File: src/torque_command_frame_parser_assert.svh
// Assertion macros for the torque command frame parser.
// Files that use them must have clk and rst_n in scope.
`ifndef TORQUE_COMMAND_FRAME_PARSER_ASSERT_SVH
`define TORQUE_COMMAND_FRAME_PARSER_ASSERT_SVH

// Consequent must hold in the same cycle as the antecedent.
`define TCFP_ASSERT_SAME(label, ante, cons, msg) \
    label: assert property (@(posedge clk) disable iff (!rst_n) (ante) |-> (cons)) \
        else $error(msg);

// Consequent must hold in the cycle after the antecedent.
`define TCFP_ASSERT_NEXT(label, ante, cons, msg) \
    label: assert property (@(posedge clk) disable iff (!rst_n) (ante) |=> (cons)) \
        else $error(msg);

`endif

File: src/tcfp_pkg.sv
// Shared types and constants for the torque command frame parser.
// No dependencies; used by the channel interfaces and the top level.
package tcfp_pkg;

    localparam int BYTE_W      = 8;
    localparam int TORQUE_W    = 14;
    localparam int FRAME_LEN   = 15;
    localparam int FRAME_IDX_W = $clog2(FRAME_LEN);
    localparam int BUF_LEN_DEF = 64;

    localparam logic [TORQUE_W-1:0] TORQUE_LIMIT_RST = 14'd1500;

    localparam logic [BYTE_W-1:0] CHAR_CR    = 8'h0D;
    localparam logic [BYTE_W-1:0] CHAR_LF    = 8'h0A;
    localparam logic [BYTE_W-1:0] CHAR_T     = 8'h54;
    localparam logic [BYTE_W-1:0] CHAR_L     = 8'h4C;
    localparam logic [BYTE_W-1:0] CHAR_R     = 8'h52;
    localparam logic [BYTE_W-1:0] CHAR_M     = 8'h4D;
    localparam logic [BYTE_W-1:0] DIGIT_BASE = 8'd48;

    typedef enum logic [1:0] {
        ST_OK        = 2'd0,
        ST_BAD_TERM  = 2'd1,
        ST_OVERFLOW  = 2'd2,
        ST_WRONG_LEN = 2'd3
    } status_t;

endpackage

File: src/tcfp_rx_if.sv
// Receive byte channel of the torque command frame parser.
// Depends on tcfp_pkg for the byte width.
interface tcfp_rx_if;
    logic                         valid;
    logic                         ready;
    logic [tcfp_pkg::BYTE_W-1:0]  rx_byte;

    modport source (output valid, output rx_byte, input ready);
    modport sink   (input valid, input rx_byte, output ready);
endinterface

File: src/tcfp_cfg_if.sv
// Configuration write channel carrying the torque limit.
// Depends on tcfp_pkg for the torque width.
interface tcfp_cfg_if;
    logic                          valid;
    logic                          ready;
    logic [tcfp_pkg::TORQUE_W-1:0] torque_limit;

    modport source (output valid, output torque_limit, input ready);
    modport sink   (input valid, input torque_limit, output ready);
endinterface

File: src/tcfp_res_if.sv
// Result channel of the torque command frame parser.
// Depends on tcfp_pkg for widths and the status type.
interface tcfp_res_if;
    logic                          valid;
    logic                          ready;
    tcfp_pkg::status_t             status;
    logic [tcfp_pkg::TORQUE_W-1:0] torque_left;
    logic [tcfp_pkg::TORQUE_W-1:0] torque_right;
    logic                          left_updated;
    logic                          right_updated;
    logic [tcfp_pkg::BYTE_W-1:0]   motion_mode;
    logic [tcfp_pkg::BYTE_W-1:0]   asym_side;
    logic [tcfp_pkg::BYTE_W-1:0]   previous_mode;
    logic                          mode_updated;

    modport source (
        output valid, output status, output torque_left, output torque_right,
        output left_updated, output right_updated, output motion_mode,
        output asym_side, output previous_mode, output mode_updated,
        input ready
    );
    modport sink (
        input valid, input status, input torque_left, input torque_right,
        input left_updated, input right_updated, input motion_mode,
        input asym_side, input previous_mode, input mode_updated,
        output ready
    );
endinterface

File: src/torque_command_frame_parser.sv
// Top level of the torque command frame parser: byte framing, tag checks and held values.
// Depends on tcfp_pkg, the tcfp_*_if interfaces and torque_command_frame_parser_assert.svh.
//
//   Channel  Dir  Payload                          Transaction meaning
//   rx       in   rx_byte                          one received serial byte
//   cfg      in   torque_limit                     new torque clamp value
//   result   out  status, torques, mode, flags     one finished or failed frame
//
// One byte is taken every cycle while rx ready is high. A byte is parsed while it sits in the input register, so
// a result is loaded into the result register from the input register stage.
// The parse stage advances only when the result register is empty or being drained, so a
// stalled result holds the input register, and the rx ready drops once that is full too.
// Reset clears the frame count, the CR flag, the held values and the limit (to 1500).
// The frame store needs no clearing, since a frame is checked only after all its bytes
// were written.
module torque_command_frame_parser #(
    parameter int BUF_LEN = tcfp_pkg::BUF_LEN_DEF
) (
    input  logic              clk,
    input  logic              rst_n,
    tcfp_rx_if.sink           rx,
    tcfp_cfg_if.sink          cfg,
    tcfp_res_if.source        result
);

    `include "torque_command_frame_parser_assert.svh"

    // The count must be able to hold BUF_LEN itself.
    localparam int CNT_W = $clog2(BUF_LEN + 1);

    localparam int BW = tcfp_pkg::BYTE_W;
    localparam int TW = tcfp_pkg::TORQUE_W;

    // Four ASCII digits to hundredths, clamped to 0..limit. A non-digit byte still counts
    // as byte minus 48, so the sum is signed and can leave the range on either side.
    function automatic logic [TW-1:0] torque_from(
        input logic [BW-1:0] b3,
        input logic [BW-1:0] b2,
        input logic [BW-1:0] b1,
        input logic [BW-1:0] b0,
        input logic [TW-1:0] lim
    );
        logic signed [8:0]  g3;
        logic signed [8:0]  g2;
        logic signed [8:0]  g1;
        logic signed [8:0]  g0;
        logic signed [18:0] v;
        g3 = $signed({1'b0, b3}) - $signed({1'b0, tcfp_pkg::DIGIT_BASE});
        g2 = $signed({1'b0, b2}) - $signed({1'b0, tcfp_pkg::DIGIT_BASE});
        g1 = $signed({1'b0, b1}) - $signed({1'b0, tcfp_pkg::DIGIT_BASE});
        g0 = $signed({1'b0, b0}) - $signed({1'b0, tcfp_pkg::DIGIT_BASE});
        v  = 19'(g3) * 19'sd1000 + 19'(g2) * 19'sd100 + 19'(g1) * 19'sd10 + 19'(g0);
        if (v >= $signed({5'b0, lim})) begin
            return lim;
        end
        else if (v < 19'sd0) begin
            return '0;
        end
        else begin
            return v[TW-1:0];
        end
    endfunction

    // Configuration.
    logic [TW-1:0] torque_limit_reg;

    // Input register.
    logic          in_valid_reg;
    logic [BW-1:0] in_byte_reg;

    // Parser state.
    logic [CNT_W-1:0] char_count_reg, char_count_next;
    logic             after_cr_reg, after_cr_next;
    logic [BW-1:0]    frame_bytes_reg [tcfp_pkg::FRAME_LEN];
    logic [TW-1:0]    held_left_reg, held_left_next;
    logic [TW-1:0]    held_right_reg, held_right_next;
    logic [BW-1:0]    held_mode_reg, held_mode_next;
    logic [BW-1:0]    held_prev_reg, held_prev_next;
    logic [BW-1:0]    held_side_reg, held_side_next;

    // Result register.
    logic              out_valid_reg, out_valid_next;
    tcfp_pkg::status_t status_reg, status_next;
    logic              left_upd_reg, left_upd_next;
    logic              right_upd_reg, right_upd_next;
    logic              mode_upd_reg, mode_upd_next;

    logic                              out_free;
    logic                              process;
    logic                              has_result;
    logic                              store_en;
    logic [tcfp_pkg::FRAME_IDX_W-1:0]  store_idx;

    assign out_free  = !out_valid_reg || result.ready;
    assign process   = in_valid_reg && out_free;
    assign rx.ready  = !in_valid_reg || process;
    assign cfg.ready = 1'b1;
    assign store_idx = char_count_reg[tcfp_pkg::FRAME_IDX_W-1:0];

    always_ff @(posedge clk or negedge rst_n) begin
        if (!rst_n) begin
            torque_limit_reg <= tcfp_pkg::TORQUE_LIMIT_RST;
        end
        else if (cfg.valid) begin
            torque_limit_reg <= cfg.torque_limit;
        end
    end

    always_ff @(posedge clk or negedge rst_n) begin
        if (!rst_n) begin
            in_valid_reg <= 1'b0;
        end
        else if (rx.ready) begin
            in_valid_reg <= rx.valid;
        end
    end

    always_ff @(posedge clk) begin
        if (rx.valid && rx.ready) begin
            in_byte_reg <= rx.rx_byte;
        end
    end

    // Parse stage: one byte of framing, and on CR LF of a full frame the tag checks.
    always_comb begin
        char_count_next = char_count_reg;
        after_cr_next   = after_cr_reg;
        held_left_next  = held_left_reg;
        held_right_next = held_right_reg;
        held_mode_next  = held_mode_reg;
        held_prev_next  = held_prev_reg;
        held_side_next  = held_side_reg;
        has_result      = 1'b0;
        store_en        = 1'b0;
        status_next     = tcfp_pkg::ST_OK;
        left_upd_next   = 1'b0;
        right_upd_next  = 1'b0;
        mode_upd_next   = 1'b0;

        if (process) begin
            if (after_cr_reg) begin
                // Whatever follows a CR closes the frame.
                after_cr_next   = 1'b0;
                char_count_next = '0;
                has_result      = 1'b1;
                if (in_byte_reg != tcfp_pkg::CHAR_LF) begin
                    status_next = tcfp_pkg::ST_BAD_TERM;
                end
                else if (char_count_reg != CNT_W'(tcfp_pkg::FRAME_LEN)) begin
                    status_next = tcfp_pkg::ST_WRONG_LEN;
                end
                else begin
                    if (frame_bytes_reg[0] == tcfp_pkg::CHAR_T &&
                        frame_bytes_reg[1] == tcfp_pkg::CHAR_L) begin
                        held_left_next = torque_from(frame_bytes_reg[2], frame_bytes_reg[3],
                                                     frame_bytes_reg[4], frame_bytes_reg[5],
                                                     torque_limit_reg);
                        left_upd_next  = 1'b1;
                    end
                    if (frame_bytes_reg[6] == tcfp_pkg::CHAR_T &&
                        frame_bytes_reg[7] == tcfp_pkg::CHAR_R) begin
                        held_right_next = torque_from(frame_bytes_reg[8], frame_bytes_reg[9],
                                                      frame_bytes_reg[10], frame_bytes_reg[11],
                                                      torque_limit_reg);
                        right_upd_next  = 1'b1;
                    end
                    if (frame_bytes_reg[12] == tcfp_pkg::CHAR_M) begin
                        held_prev_next = held_mode_reg;
                        held_mode_next = frame_bytes_reg[13] - tcfp_pkg::DIGIT_BASE;
                        held_side_next = frame_bytes_reg[14] - tcfp_pkg::DIGIT_BASE;
                        mode_upd_next  = 1'b1;
                    end
                end
            end
            else if (in_byte_reg == tcfp_pkg::CHAR_CR) begin
                after_cr_next = 1'b1;
            end
            else if (char_count_reg < CNT_W'(BUF_LEN)) begin
                // Only the first frame-length bytes are kept; the rest are only counted.
                store_en        = char_count_reg < CNT_W'(tcfp_pkg::FRAME_LEN);
                char_count_next = char_count_reg + CNT_W'(1);
            end
            else begin
                char_count_next = '0;
                has_result      = 1'b1;
                status_next     = tcfp_pkg::ST_OVERFLOW;
            end
        end

        if (process && has_result) begin
            out_valid_next = 1'b1;
        end
        else if (result.ready) begin
            out_valid_next = 1'b0;
        end
        else begin
            out_valid_next = out_valid_reg;
        end
    end

    always_ff @(posedge clk or negedge rst_n) begin
        if (!rst_n) begin
            char_count_reg <= '0;
            after_cr_reg   <= 1'b0;
            held_left_reg  <= '0;
            held_right_reg <= '0;
            held_mode_reg  <= '0;
            held_prev_reg  <= '0;
            held_side_reg  <= '0;
            out_valid_reg  <= 1'b0;
        end
        else begin
            char_count_reg <= char_count_next;
            after_cr_reg   <= after_cr_next;
            held_left_reg  <= held_left_next;
            held_right_reg <= held_right_next;
            held_mode_reg  <= held_mode_next;
            held_prev_reg  <= held_prev_next;
            held_side_reg  <= held_side_next;
            out_valid_reg  <= out_valid_next;
        end
    end

    always_ff @(posedge clk) begin
        if (store_en) begin
            frame_bytes_reg[store_idx] <= in_byte_reg;
        end
    end

    // Result flags and status load together with the result valid.
    always_ff @(posedge clk) begin
        if (process && has_result) begin
            status_reg    <= status_next;
            left_upd_reg  <= left_upd_next;
            right_upd_reg <= right_upd_next;
            mode_upd_reg  <= mode_upd_next;
        end
    end

    // The held values only change when a result is produced, so they can drive the
    // result fields directly.
    assign result.valid         = out_valid_reg;
    assign result.status        = status_reg;
    assign result.torque_left   = held_left_reg;
    assign result.torque_right  = held_right_reg;
    assign result.left_updated  = left_upd_reg;
    assign result.right_updated = right_upd_reg;
    assign result.motion_mode   = held_mode_reg;
    assign result.asym_side     = held_side_reg;
    assign result.previous_mode = held_prev_reg;
    assign result.mode_updated  = mode_upd_reg;

    // An error result never reports an update.
    `TCFP_ASSERT_SAME(a_err_no_update, out_valid_reg && status_reg != tcfp_pkg::ST_OK, !left_upd_reg && !right_upd_reg && !mode_upd_reg, "update flag set on error result")
    // The byte count never runs past the buffer length.
    `TCFP_ASSERT_SAME(a_count_bound, 1'b1, char_count_reg <= CNT_W'(BUF_LEN), "char count above buffer length")
    // The byte after a CR always closes the frame and starts a new one.
    `TCFP_ASSERT_NEXT(a_cr_restart, process && after_cr_reg, char_count_reg == '0 && !after_cr_reg && out_valid_reg, "frame not closed after CR")

endmodule

File: src/flat_wrapper.sv
// flat-port wrapper written by rule: the top's interface ports become plain ports
module torque_command_frame_parser_flat 
#(
    parameter int BUF_LEN = tcfp_pkg::BUF_LEN_DEF
)
  (clk, rst_n, rx_valid, rx_rx_byte, rx_ready, cfg_valid, cfg_torque_limit, cfg_ready, result_valid, result_status, result_torque_left, result_torque_right, result_left_updated, result_right_updated, result_motion_mode, result_asym_side, result_previous_mode, result_mode_updated, result_ready);
  tcfp_rx_if rx_i ();
  tcfp_cfg_if cfg_i ();
  tcfp_res_if result_i ();
  input  logic clk;
  input  logic rst_n;
  input wire logic [$bits(rx_i.valid)-1:0] rx_valid;
  input wire logic [$bits(rx_i.rx_byte)-1:0] rx_rx_byte;
  output wire logic [$bits(rx_i.ready)-1:0] rx_ready;
  input wire logic [$bits(cfg_i.valid)-1:0] cfg_valid;
  input wire logic [$bits(cfg_i.torque_limit)-1:0] cfg_torque_limit;
  output wire logic [$bits(cfg_i.ready)-1:0] cfg_ready;
  output wire logic [$bits(result_i.valid)-1:0] result_valid;
  output wire logic [$bits(result_i.status)-1:0] result_status;
  output wire logic [$bits(result_i.torque_left)-1:0] result_torque_left;
  output wire logic [$bits(result_i.torque_right)-1:0] result_torque_right;
  output wire logic [$bits(result_i.left_updated)-1:0] result_left_updated;
  output wire logic [$bits(result_i.right_updated)-1:0] result_right_updated;
  output wire logic [$bits(result_i.motion_mode)-1:0] result_motion_mode;
  output wire logic [$bits(result_i.asym_side)-1:0] result_asym_side;
  output wire logic [$bits(result_i.previous_mode)-1:0] result_previous_mode;
  output wire logic [$bits(result_i.mode_updated)-1:0] result_mode_updated;
  input wire logic [$bits(result_i.ready)-1:0] result_ready;
  assign rx_i.valid = rx_valid;
  assign rx_i.rx_byte = rx_rx_byte;
  assign rx_ready = rx_i.ready;
  assign cfg_i.valid = cfg_valid;
  assign cfg_i.torque_limit = cfg_torque_limit;
  assign cfg_ready = cfg_i.ready;
  assign result_valid = result_i.valid;
  assign result_status = result_i.status;
  assign result_torque_left = result_i.torque_left;
  assign result_torque_right = result_i.torque_right;
  assign result_left_updated = result_i.left_updated;
  assign result_right_updated = result_i.right_updated;
  assign result_motion_mode = result_i.motion_mode;
  assign result_asym_side = result_i.asym_side;
  assign result_previous_mode = result_i.previous_mode;
  assign result_mode_updated = result_i.mode_updated;
  assign result_i.ready = result_ready;
  torque_command_frame_parser #(.BUF_LEN(BUF_LEN)) u_core (.clk(clk), .rst_n(rst_n), .rx(rx_i), .cfg(cfg_i), .result(result_i));
endmodule
File: config.mk
export PLATFORM = sky130hd
export DESIGN_NAME = torque_command_frame_parser_flat
export DESIGN_NICKNAME = d
export VERILOG_FILES = /design/src/tcfp_pkg.sv /design/src/tcfp_rx_if.sv /design/src/tcfp_cfg_if.sv /design/src/tcfp_res_if.sv /design/src/torque_command_frame_parser.sv /design/src/flat_wrapper.sv
export VERILOG_INCLUDE_DIRS = /design/src /design/src/src
export SDC_FILE = /design/constraint.sdc
export NUM_CORES = 1
export LEC_CHECK = 0
export BUFFER_PORTS_ARGS = -buffer_cell sky130_fd_sc_hd__buf_2
export CORE_MARGIN = 3
export CORE_UTILIZATION = 45
export CTS_CLUSTER_SIZE = 30
export DETAILED_ROUTE_END_ITERATION = 6
export PLACE_DENSITY = 0.61
export REMOVE_ABC_BUFFERS = 1
export SLEW_MARGIN = 25
export SYNTH_ARGS = -nofsm -noshare
export SYNTH_HDL_FRONTEND = slang
export SYNTH_SLANG_ARGS = --single-unit
File: constraint.sdc
create_clock -name clk -period 8.35 [get_ports clk]
set_input_delay 0.4175 -clock clk [delete_from_list [all_inputs] [get_ports clk]]
set_output_delay 0.4175 -clock clk [all_outputs]
set_load 0.05 [all_outputs]
==> results.md, run 1 <==
Layout:
- Of the cells placed in the final design, the portion with a size suffix greater than 1 is 10.2%.
- Fill cells in the final layout number 3439.
- The layout net count is 2102.
- The layout overhead on the synthesized area is 10.8%.
- The number of flip-flops under the largest register name is 120.
- The final design utilization is 50.9%.
- The repair_antennas step left the layout with diodes totalling 0.

Logic synthesis:
- The area share of the largest cell type after synthesis is 23.0%.
- The number of flops mapped to enable cells by yosys is 133.
- Synthesis instantiated 68 different standard cells from the library.
- A synthesized cell averages 10.9 um^2.
- Yosys printed 0 warnings.
- Synthesis produced 1600 cells.
- The main combinational cell family by area after synthesis is adder cells.
- The mapped netlist covers 17400 um^2.
- The synthesized netlist devotes 9.42% of its cell area to compound gates.
- Counting instances in the post-synthesis netlist gives the leading cell types as 328 x inv_1, 238 x ha_1, 138 x fa_1, 133 x edfxtp_1, 74 x xnor2_1.
- The share of synthesized area spent on multiplexers is 3.57%.
- The most frequently used flop master after synthesis is edfxtp_1.
- The post-synthesis cell type with the largest combined area is edfxtp_1.
- After synthesis, the cell types taking the most area are edfxtp_1 23%, ha_1 17%, fa_1 16%.
- Of all flip-flops after synthesis, the portion carrying an async set or reset was 36.4%.
- Yosys instantiated no cell more often than inv_1.
- The sequential fraction of the synthesis area is 34.0%.
- The number of synthesized register bits is 209.
- The simple-gate share of the synthesized area is 7.01%.
- The synthesized netlist devotes 5.29% of its cell area to XOR and XNOR gates.
- The synthesized netlist devotes 33.0% of its cell area to adder and majority cells.

Timing:
- Headroom to the max-slew limit came out at 30.7%.
- Setup violations remaining at the end of the flow were counted as 0.
- The clock skew after layout is 0.0104 ns.
- Setup repair after global routing left no endpoint under its margin.
- The number of hold-slack violations in the final timing report is 0.
- The shortest period the worst path allows is 7.81 ns.
- For the pin with the worst max-slew slack, the measured transition is 1.04 ns.
- After routing, the total negative slack on setup checks comes to 0 ns.
- The timing-limited maximum frequency is 128 MHz.
- The final-report max-slew violation count is 0.
- The final period utilization is 93.5%.

Critical path:
- The worst path arrival time is 8.20 ns.
- The kind of end point of the critical path is a register.
- The beginning of the worst register-to-register path is u_core.frame_bytes_reg[8][5].
- The required time of the critical path is 8.74 ns.
- The critical path is of the register to register type.
- Across all register-to-register paths, the minimum setup slack is 0.54 ns.
- For the worst flop-to-flop path, the logic depth is 26.
- The worst register-to-register path ends at u_core.result.torque_right[11].
- The worst setup path is launched from a register.
- Along the worst path, the maximum fanout reaches 14.

Clock network:
- At the later pin of the worst-skew pair, clock insertion delay measures 0.53 ns.
- The number of buffers inserted by post-CTS setup repair is 0.
- The number of H-tree levels is 1.
- The clock tree root driver cell is clkbuf_16.
- The clock input transition at the sequential cells of the worst setup and hold paths is 0.06 ns.
- The CTS tree is done.
- The number of buffers created by CTS is 23.
- The clock passes through at most 3 buffers.
- The number of clock sinks seen by CTS is 209.

Drt:
- In this run the remaining antenna-violating nets after routing total 0.
- The remaining design rule violation count is 0.
- The final route contains 11200 vias.
- The via count normalized by instance count is 5.02.
- In the final routed layout, each cell accounts on average for 16.3 um.
- After the first detailed-routing iteration, the DRC count stood at 456.
- Before antenna repair, the detailed router went through 4 iterations.
- The final layout contains routed wiring with a total length of 36.2 mm.

Floorplanning:
- The core box area is 37800 um^2.
- The floorplan step defined a die boundary enclosing 41000 um^2.
- In this run the vertical extent of the chip is 202 um.
- Pin placement for this block handled 87 I/O pins.
- The starting utilization of the core area is 45.9%.
- Row generation in the floorplan step produced 71 rows.
- Measured along the x axis, the die boundary spans 202 um.

Global route:
- The largest net degree at the start of global routing is 77.
- The first global-routing pass estimated 61.1 mm of wire.
- The aggregate global routing overflow is 0.
- The number of global-route vias before repair is 11800.
- In the global route stage, overall resource usage came out at 18.3%.
- The initial antenna violation count came to 0.

Min path:
- The min-delay analysis places its worst path in the category input port to register.
- Along the worst hold path, the cell count comes to 1.
- The end of the worst hold path is u_core.in_byte_reg[1].
- The startpoint identified for the worst hold timing path is rx_rx_byte[1].

Placement:
- Routability-driven placement finished with a final weighted congestion of 0.820.
- The HPWL after detailed placement is 28.8 mm.
- The count of buffers added on input and output ports is 85.

Outcome:
- The run finished with clean final reports.

Flow run:
- The tool flagged a number of max-cap violations equal to 0.
cell usage in the layout (no fill, tap or decap), drive strengths merged, types with 5 or more instances in the layout:
cell    instances
nand3          11
clkinv          7
mux2i          35
a211oi         12
o31ai           6
buf            91
or3            11
clkbuf         28
mux2           24
a21oi          71
xnor2          74
nor3           23
nor2           56
o21ai          87
o211ai          5
inv           331
dfstp           7
or4             8
nand2          72
xor2           31
dfrtp          69
and2            8
o21bai         13
ha            238
a31oi           5
and3            7
a21o           23
edfxtp        133
fa            138
o21a           12
nand2b         14
nand4           8
layer usage:
metal  routed length (um)  track usage (%)  up-vias
met4                  553             2.97        0
met5                    0                0        -
li1                     -                -     5573
met2                16000             29.6      182
met1                18200             26.7     5375
met3                 1440             2.57       42
worst max-delay path, stage by stage, from the launching register on:
cell and delay (ns):
edfxtp_1 0.50, ha_1 0.29, xor2_2 0.33, fa_1 0.50, fa_1 0.47, fa_1 0.54
inv_1 0.05, fa_1 0.47, ha_1 0.33, o21a_1 0.12, o31a_1 0.13, a21o_1 0.18
fa_1 0.47, inv_1 0.05, fa_1 0.48, ha_1 0.35, and3_1 0.21, a31oi_1 0.20
xnor2_1 0.18, ha_1 0.30, a221o_1 0.33, a311oi_1 0.23, o41ai_1 0.14, nor3_2 0.19
buf_4 0.28, mux2i_1 0.25, o21ai_1 0.08
per-stage QoR:
stage | cell area, um^2 | cells | hold WS (ns) | worst slack [ns]
floorplan | 17300 | 1582 | 0.122 | 0.390
global placement | 18400 | 2184 | 0.458 | 0.598
detailed placement | 18400 | 2184 | 0.469 | 0.387
CTS | 19200 | 2227 | 0.0365 | 0.384
global route | 19200 | 2227 | 0.0431 | 0.0252
finish | 19200 | 2227 | 0.0600 | 0.541
worst max-delay path by stage:
stage	startpoint	to	depth (start not counted)
global placement	u_core.frame_bytes_reg[8][5]	u_core.result.torque_right[12]	26
global route	u_core.frame_bytes_reg[2][4]	u_core.result.torque_left[11]	29
detailed placement	u_core.frame_bytes_reg[8][5]	u_core.result.torque_right[12]	26
finish	u_core.frame_bytes_reg[8][5]	u_core.result.torque_right[11]	26
CTS	u_core.frame_bytes_reg[8][5]	u_core.result.torque_right[11]	26
floorplan	u_core.frame_bytes_reg[8][5]	u_core.result.torque_right[12]	25
layout make-up:
type / count / area [um^2] / area share [%]
inverters: 329 / 1230 / 6.42
clock inverters: 14 / 204 / 1.06
well taps: 511 / 639 / 3.32
multi-input cells: 1044 / 10200 / 52.9
flip-flops and latches: 209 / 5900 / 30.7
repair buffers: 92 / 487 / 2.53
clock buffers: 28 / 604 / 3.14
logic make-up after synthesis:
group                    Yosys count
adder cells (fa/ha/maj)          376
other                              1
AO/OA/AOI/OAI                    260
buffers and inverters            347
AND/OR/NAND/NOR                  243
XOR/XNOR                         105
flip-flops                       209
multiplexers                      59
timing repair:
item,in CTS,in global routing
endpoints found under the setup margin,0,13
hold buffers,1,0
hold endpoints to repair,69,0
resized for setup,0,1
Power of run 1 is left out: the tool's default activity adds up to more than one toggle a clock period on the data nets, which glitch-free logic cannot reach.
==> run 2: changes to the inputs <==
BUFFER_PORTS_ARGS = -buffer_cell sky130_fd_sc_hd__buf_4   (was -buffer_cell sky130_fd_sc_hd__buf_2)
==> run 2 against run 1 <==
Fmax is 1.7% lower; setup slack worse by 0.13 ns; clock-buffer cell count is 3 higher; sequential share of layout area is 0.38 points lower; critical path depth stayed put; clock skew is 0.010 ns higher; cell count is 0.18% higher; highest routed layer unchanged.
==> results.md, run 2 (same netlist as run 1, synthesis figures left out) <==
Timing:
- The remaining max-slew budget at the tightest pin is 27.6%.
- The number of hold-slack violations in the final timing report is 0.
- The clock skew after layout is 0.0206 ns.
- The total negative slack for setup checks is 0 ns.
- The clock period could shrink to 7.94 ns.
- The slew at the pin closest to its max-slew limit is 1.08 ns.
- The final-report max-slew violation count is 0.
- The final period utilization is 95.1%.
- The final count of negative-setup-slack endpoints is 0.
- Setup repair after global routing left no endpoint under its margin.
- The timing-limited maximum frequency is 126 MHz.

Clock network:
- For the worst-skew pair, the clock arrives at the later sink with an insertion delay of 0.53 ns.
- The number of H-tree levels is 1.
- TritonCTS built the clock tree.
- Once the clock tree was built, the resizer swapped 0 gates to a different size.
- The clock tree root driver cell is clkbuf_16.
- Clock-pin slew was measured on the worst setup and hold paths at 0.07 ns.
- The number of buffers created by CTS is 24.
- CTS saw 209 sinks.
- The longest clock path from root to sink contains 3 buffers.

Critical path:
- The critical path starts at u_core.frame_bytes_reg[8][5].
- The cell repeated most along the worst path is fa_1.
- The kind of end point of the critical path is a register.
- The number of cells on the worst reg-to-reg path is 26.
- The worst register-to-register path has a setup slack of 0.41 ns.
- The worst reg2reg path endpoint is u_core.result.torque_right[11].
- STA classifies the critical path startpoint as a register.
- By startpoint and endpoint, the worst setup path is classified as register to register.
- The worst stage delay on the critical path is 0.54 ns.
- Along the worst path, the maximum fanout reaches 10.
- The worst path arrival time is 8.32 ns.
- At the worst endpoint, the required time is 8.73 ns.
- The worst register-to-register path begins at u_core.frame_bytes_reg[8][5].
- The cell at the slowest stage of the critical path is fa_1.

Global route:
- The largest net degree at the start of global routing is 43.
- The number of global-route vias before repair came to 11800.
- The overall track demand over capacity in global routing is 18.1%.
- The aggregate global routing overflow is 0.
- The first-pass GRT wire length is 60.1 mm.
- The initial antenna violation count is 0.

Layout:
- The number of diodes added for antenna fixing is 0.
- The number of flip-flops under the largest register name is 120.
- Compared with the post-synthesis result, the final layout area differs by 12.2%.
- The share of cells above drive strength 1 is 10.3%.
- The non-filler instance count after layout is 2231.
- For this run, the post-layout net count is 2105.
- The library cell used most frequently in the layout, excluding fill and tap cells, is inv_1.
- In the layout the commonest cells are 328 x inv_1, 238 x ha_1, 138 x fa_1.
- Measured on the finished design, the core utilization comes to 51.5%.

Outcome:
- The run finished with clean final reports.

Min path:
- The end of the worst hold path is u_core.in_byte_reg[0].
- The hold path depth is 1.
- The class of the tightest hold or removal check is input port to register.
- The worst hold path begins at rx_rx_byte[0].

Placement:
- The congestion estimate from routability-driven global placement came to 0.843.
- The count of buffers inserted at the top-level ports is 85.
- The total half-perimeter wirelength after legalization and detailed placement is 29.3 mm.
- Once placement completed, the tool counted placed cells totaling 2186.

Floorplanning:
- The starting utilization of the core area is 45.9%.
- The die boundary height is 202 um.
- The core box area is 37800 um^2.
- During I/O placement, the number of pins put on the boundary was 87.
- The full die area is 41000 um^2.
- Measured along the x axis, the die boundary spans 202 um.
- After floorplanning, the core was divided into 71 placement rows.

Drt:
- The via total after detailed routing is 11300.
- The average wire per standard cell is 16.4 um.
- In this run the top signal layer used is met4.
- The remaining design rule violation count is 0.
- The met1 wire length is 18.0 mm.
- The initial detailed-routing violation count is 550.
- Wires add up to 36.5 mm.
- The number of iterations in the first detailed-routing pass is 5.
- The amount of wire on met2 after detailed routing is 16.6 mm.
- The via count normalized by instance count is 5.05.
- Wire segments on met3 add up to 1.33 mm in the final route.
- In this run the remaining antenna-violating nets after routing total 0.

Flow run:
- The max-cap violation count is 0.
## run 2: changes by cell type in the layout (fill, tap and decap cells not counted), sizes merged
cell	before	now
buf	91	93
clkinv	7	9
inv	331	330
clkbuf	28	31
bufinv	4	2
## run 2: layer usage
| layer | vias up | GRT usage, % |
|---|---|---|
| met2 | 176 | 30.1 |
| li1 | 5593 | - |
| met5 | - | 0 |
| met4 | 0 | 3.07 |
| met1 | 5464 | 25.8 |
| met3 | 39 | 2.36 |
## run 2: final cells by class
cell class                      instances  area (um^2)
Timing Repair Buffer                   94          728
Inverter                              329         1230
Clock buffer                           31          657
Sequential cell                       209         5900
Multi-Input combinational cell       1044        10200
Tap cell                              511          639
Clock inverter                         13          158
Fill cell                            3444        18400
## run 2: critical path, delay by kind of cell (launching register included)
kind                       cells  cell delay [ns]
AOI/OAI and AO/OA              8             1.45
xor gates and xnor gates       2             0.63
adders and majority gates     10             4.19
buffers and inverters          3             0.34
DFF                            1             0.50
muxes                          1             0.24
and+or+nand+nor                2             0.43
## run 2: worst max path at each step
stage,slack [ns],depth (start not counted),to
after global routing,0.0009,26,u_core.result.torque_right[10]
after detailed placement,0.36,26,u_core.result.torque_right[11]
after floorplan,0.39,25,u_core.result.torque_right[12]
final,0.41,26,u_core.result.torque_right[11]
after global placement,0.60,26,u_core.result.torque_right[12]
after CTS,0.34,26,u_core.result.torque_right[11]
## run 2: stage by stage
stage | setup WS, ns | hold slack, ns | area [um^2]
after floorplan | 0.390 | 0.122 | 17300
after global placement | 0.597 | 0.458 | 18600
after detailed placement | 0.365 | 0.444 | 18600
after CTS | 0.343 | 0.0355 | 19500
after global routing | 0.000876 | 0.0375 | 19500
final | 0.409 | 0.0625 | 19500
## run 2: timing repair
item,CTS,global route
hold endpoints to repair,34,0
hold buffers,1,0
buffers inserted,0,0
Power of run 2 is left out for the same reason.
==> run 3: changes to the inputs <==
CORE_MARGIN = 2   (was 3)
clock period = 8.8 ns   (was 8.35 ns; I/O delays follow)
==> run 3 against run 2 <==
Die area decreased by 2.0%; critical path depth unchanged; register-to-register slack gained 0.21 ns; first-iteration DRC count down 13%; global-route usage rose by 0.36 points; wire length fell by 1.9%; largest cell class unchanged.
==> results.md, run 3 (same netlist as run 1, synthesis figures left out) <==
Critical path:
- The cell at the slowest stage of the critical path is fa_1.
- The worst path arrival time is 8.56 ns.
- The required time of the critical path is 9.18 ns.
- The largest fanout of any net on the critical path is 11.
- Counting both buffers and inverters, the worst setup path holds a total of 3.
- The worst stage delay on the critical path is 0.55 ns.
- The kind of cell adding the most delay to the critical path is adder cells.
- The number of cells on the worst reg-to-reg path is 26.
- The startpoint kind of the worst setup timing path is a register.
- The cell repeated most along the worst path is fa_1.
- In this run the register-to-register setup slack is 0.62 ns.
- The beginning of the worst register-to-register path is u_core.frame_bytes_reg[8][5].
- The critical path in this run is classified as register to register.
- The kind of end point of the critical path is a register.
- The worst reg2reg path endpoint is u_core.result.torque_right[12].

Outcome:
- The flow ran to the end, and the final reports show no timing, DRC or antenna violations.

Timing:
- Between clock sinks in the finished design, the worst skew comes to 0.0269 ns.
- Setup repair after global routing left no endpoint under its margin.
- The shortest period the worst path allows is 8.18 ns.
- The final-report max-slew violation count was 0.
- Timing would allow up to 122 MHz.
- The remaining max-slew budget at the tightest pin is 36.1%.
- The final count of negative-setup-slack endpoints is 0.
- The number of hold-slack violations in the final timing report is 0.
- Of the available clock period, the critical path in the final layout requires 92.9%.
- The slew at the pin closest to its max-slew limit is 0.955 ns.
- For the final routed database, the setup TNS stands at 0 ns.

Drt:
- The number of iterations in the first detailed-routing pass is 7.
- Summed over all layers, the routed wires come to 35.9 mm.
- The detailed router placed 11100 vias in this run.
- The remaining design rule violation count is 0.
- The number of nets still failing antenna checks after routing is 0.
- The initial detailed-routing violation count is 480.
- The via count normalized by instance count is 4.99.
- The average wire per standard cell is 16.1 um.

Min path:
- The launch instance of the worst min-delay path is rx_rx_byte[1].
- In this run the worst hold path is classified as input port to register.
- For hold timing, the worst endpoint is u_core.in_byte_reg[1].
- Counting instances, the worst hold path has a depth of 1.

Layout:
- Compared with the post-synthesis result, the final layout area differs by 12.0%.
- The library cells used most frequently in the layout, excluding fill and tap cells, are 328 x inv_1, 238 x ha_1, 138 x fa_1.
- The net count of the finished layout is 2103.
- The share of cells above drive strength 1 is 10.3%.
- The number of flip-flops under the largest register name is 120.
- The number of diodes added for antenna fixing is 0.
- The leading cell type in the layout, fill and taps excluded is inv_1.

Floorplanning:
- The initial utilization of the core area, before any placement, comes to 45.9%.
- Measured along the x axis, the die boundary spans 200 um.
- The core box area is 37800 um^2.
- The number of core rows is 71.
- The die covers 40200 um^2.
- Measured along the y axis, the die boundary spans 200 um.
- During I/O placement, the number of pins put on the boundary was 87.

Clock network:
- After clock tree synthesis, the flow added hold-fix buffers numbering 1.
- Clock-pin slew was measured on the worst setup and hold paths at 0.06 ns.
- The number of buffers inserted by post-CTS setup repair is 0.
- The number of clock sinks seen by CTS is 209.
- The CTS tree is done.
- The clock tree root driver cell is clkbuf_16.
- The clock latency of the later-clocked register in the worst-skew pair is 0.54 ns.
- The number of H-tree levels is 1.
- In this run, CTS created clock tree buffers numbering 24.
- After clock tree synthesis, the repair step resized 0 gates.
- The buffer depth of the longest clock path is 3.

Global route:
- The number of global-route vias before repair is 11700.
- In the global route stage, overall resource usage came out at 18.4%.
- Entering global routing, the biggest net connects 77 pins.
- The first global-routing pass estimated 60.1 mm of wire.
- The initial antenna violation count was 0.
- Summed over all layers, the global routing overflow is 0.

Placement:
- At the end of routability-driven placement, the weighted congestion stood at 0.850.
- The count of buffers added on input and output ports is 85.
- Summed over all nets, the half-perimeter wirelength after detailed placement is 28.5 mm.

Flow run:
- Across the run, the number of max-cap violations was 0.
[run 3: cell types whose count changed in the layout (fill, tap and decap cells not counted), moves of 2 or more]
cell,delta
clkinv_1,-2
buf_4,-2
clkinv_4,-2
clkinvlp_4,+4
clkinv_2,+2
[run 3: layer usage]
layer / GRT usage [%] / up-vias / routed length [um]
met5: 0 / - / 0
met4: 2.72 / 0 / 512
met3: 2.16 / 33 / 1300
met2: 30.7 / 155 / 16100
met1: 26.5 / 5351 / 17900
li1: - / 5580 / -
[run 3: final cells by class]
type | instances | area [um^2]
clock buffers | 29 | 639
repair buffers | 92 | 697
flip-flops and latches | 209 | 5900
well taps | 511 | 639
clock inverters | 15 | 170
inverters | 329 | 1230
multi-input cells | 1044 | 10200
fillers | 3478 | 18400
[run 3: worst max path at each step]
stage,from,endpoint,slack (ns),cells after the start
after floorplan,u_core.frame_bytes_reg[8][5],u_core.result.torque_right[12],0.84,25
after global placement,u_core.frame_bytes_reg[8][5],u_core.result.torque_right[12],0.81,26
after detailed placement,u_core.frame_bytes_reg[8][5],u_core.result.torque_right[11],0.62,26
after CTS,u_core.frame_bytes_reg[8][5],u_core.result.torque_right[9],0.56,26
after global routing,u_core.frame_bytes_reg[8][5],u_core.result.torque_right[3],0.23,26
final,u_core.frame_bytes_reg[8][5],u_core.result.torque_right[12],0.62,26
[run 3: through the flow]
| step | util [%] | instance area, um^2 | hold WS, ns | cells | setup WS, ns |
|---|---|---|---|---|---|
| after floorplan | - | 17300 | 0.144 | 1582 | 0.840 |
| after global placement | 49.2 | 18600 | 0.460 | 2184 | 0.811 |
| after detailed placement | 49.2 | 18600 | 0.464 | 2184 | 0.622 |
| after CTS | 51.3 | 19400 | 0.0520 | 2229 | 0.565 |
| after global routing | 51.4 | 19400 | 0.0552 | 2229 | 0.235 |
| final | 51.4 | 19400 | 0.0759 | 2229 | 0.621 |
[run 3: worst register-to-register path: stages, from the launching register on]
cell	delay [ns]
edfxtp_1	0.49
ha_1	0.25
xor2_1	0.47
fa_1	0.55
fa_1	0.48
fa_1	0.54
inv_1	0.05
fa_1	0.47
ha_1	0.34
o21a_1	0.12
o31a_1	0.13
a21o_1	0.18
fa_1	0.47
inv_1	0.05
fa_1	0.47
ha_1	0.34
and3_1	0.20
a31oi_1	0.19
xnor2_1	0.17
ha_1	0.30
a221o_1	0.33
a311oi_1	0.27
o41ai_1	0.14
nor3_2	0.40
buf_4	0.31
mux2i_1	0.22
o21ai_1	0.08
Power of run 3 is left out for the same reason.
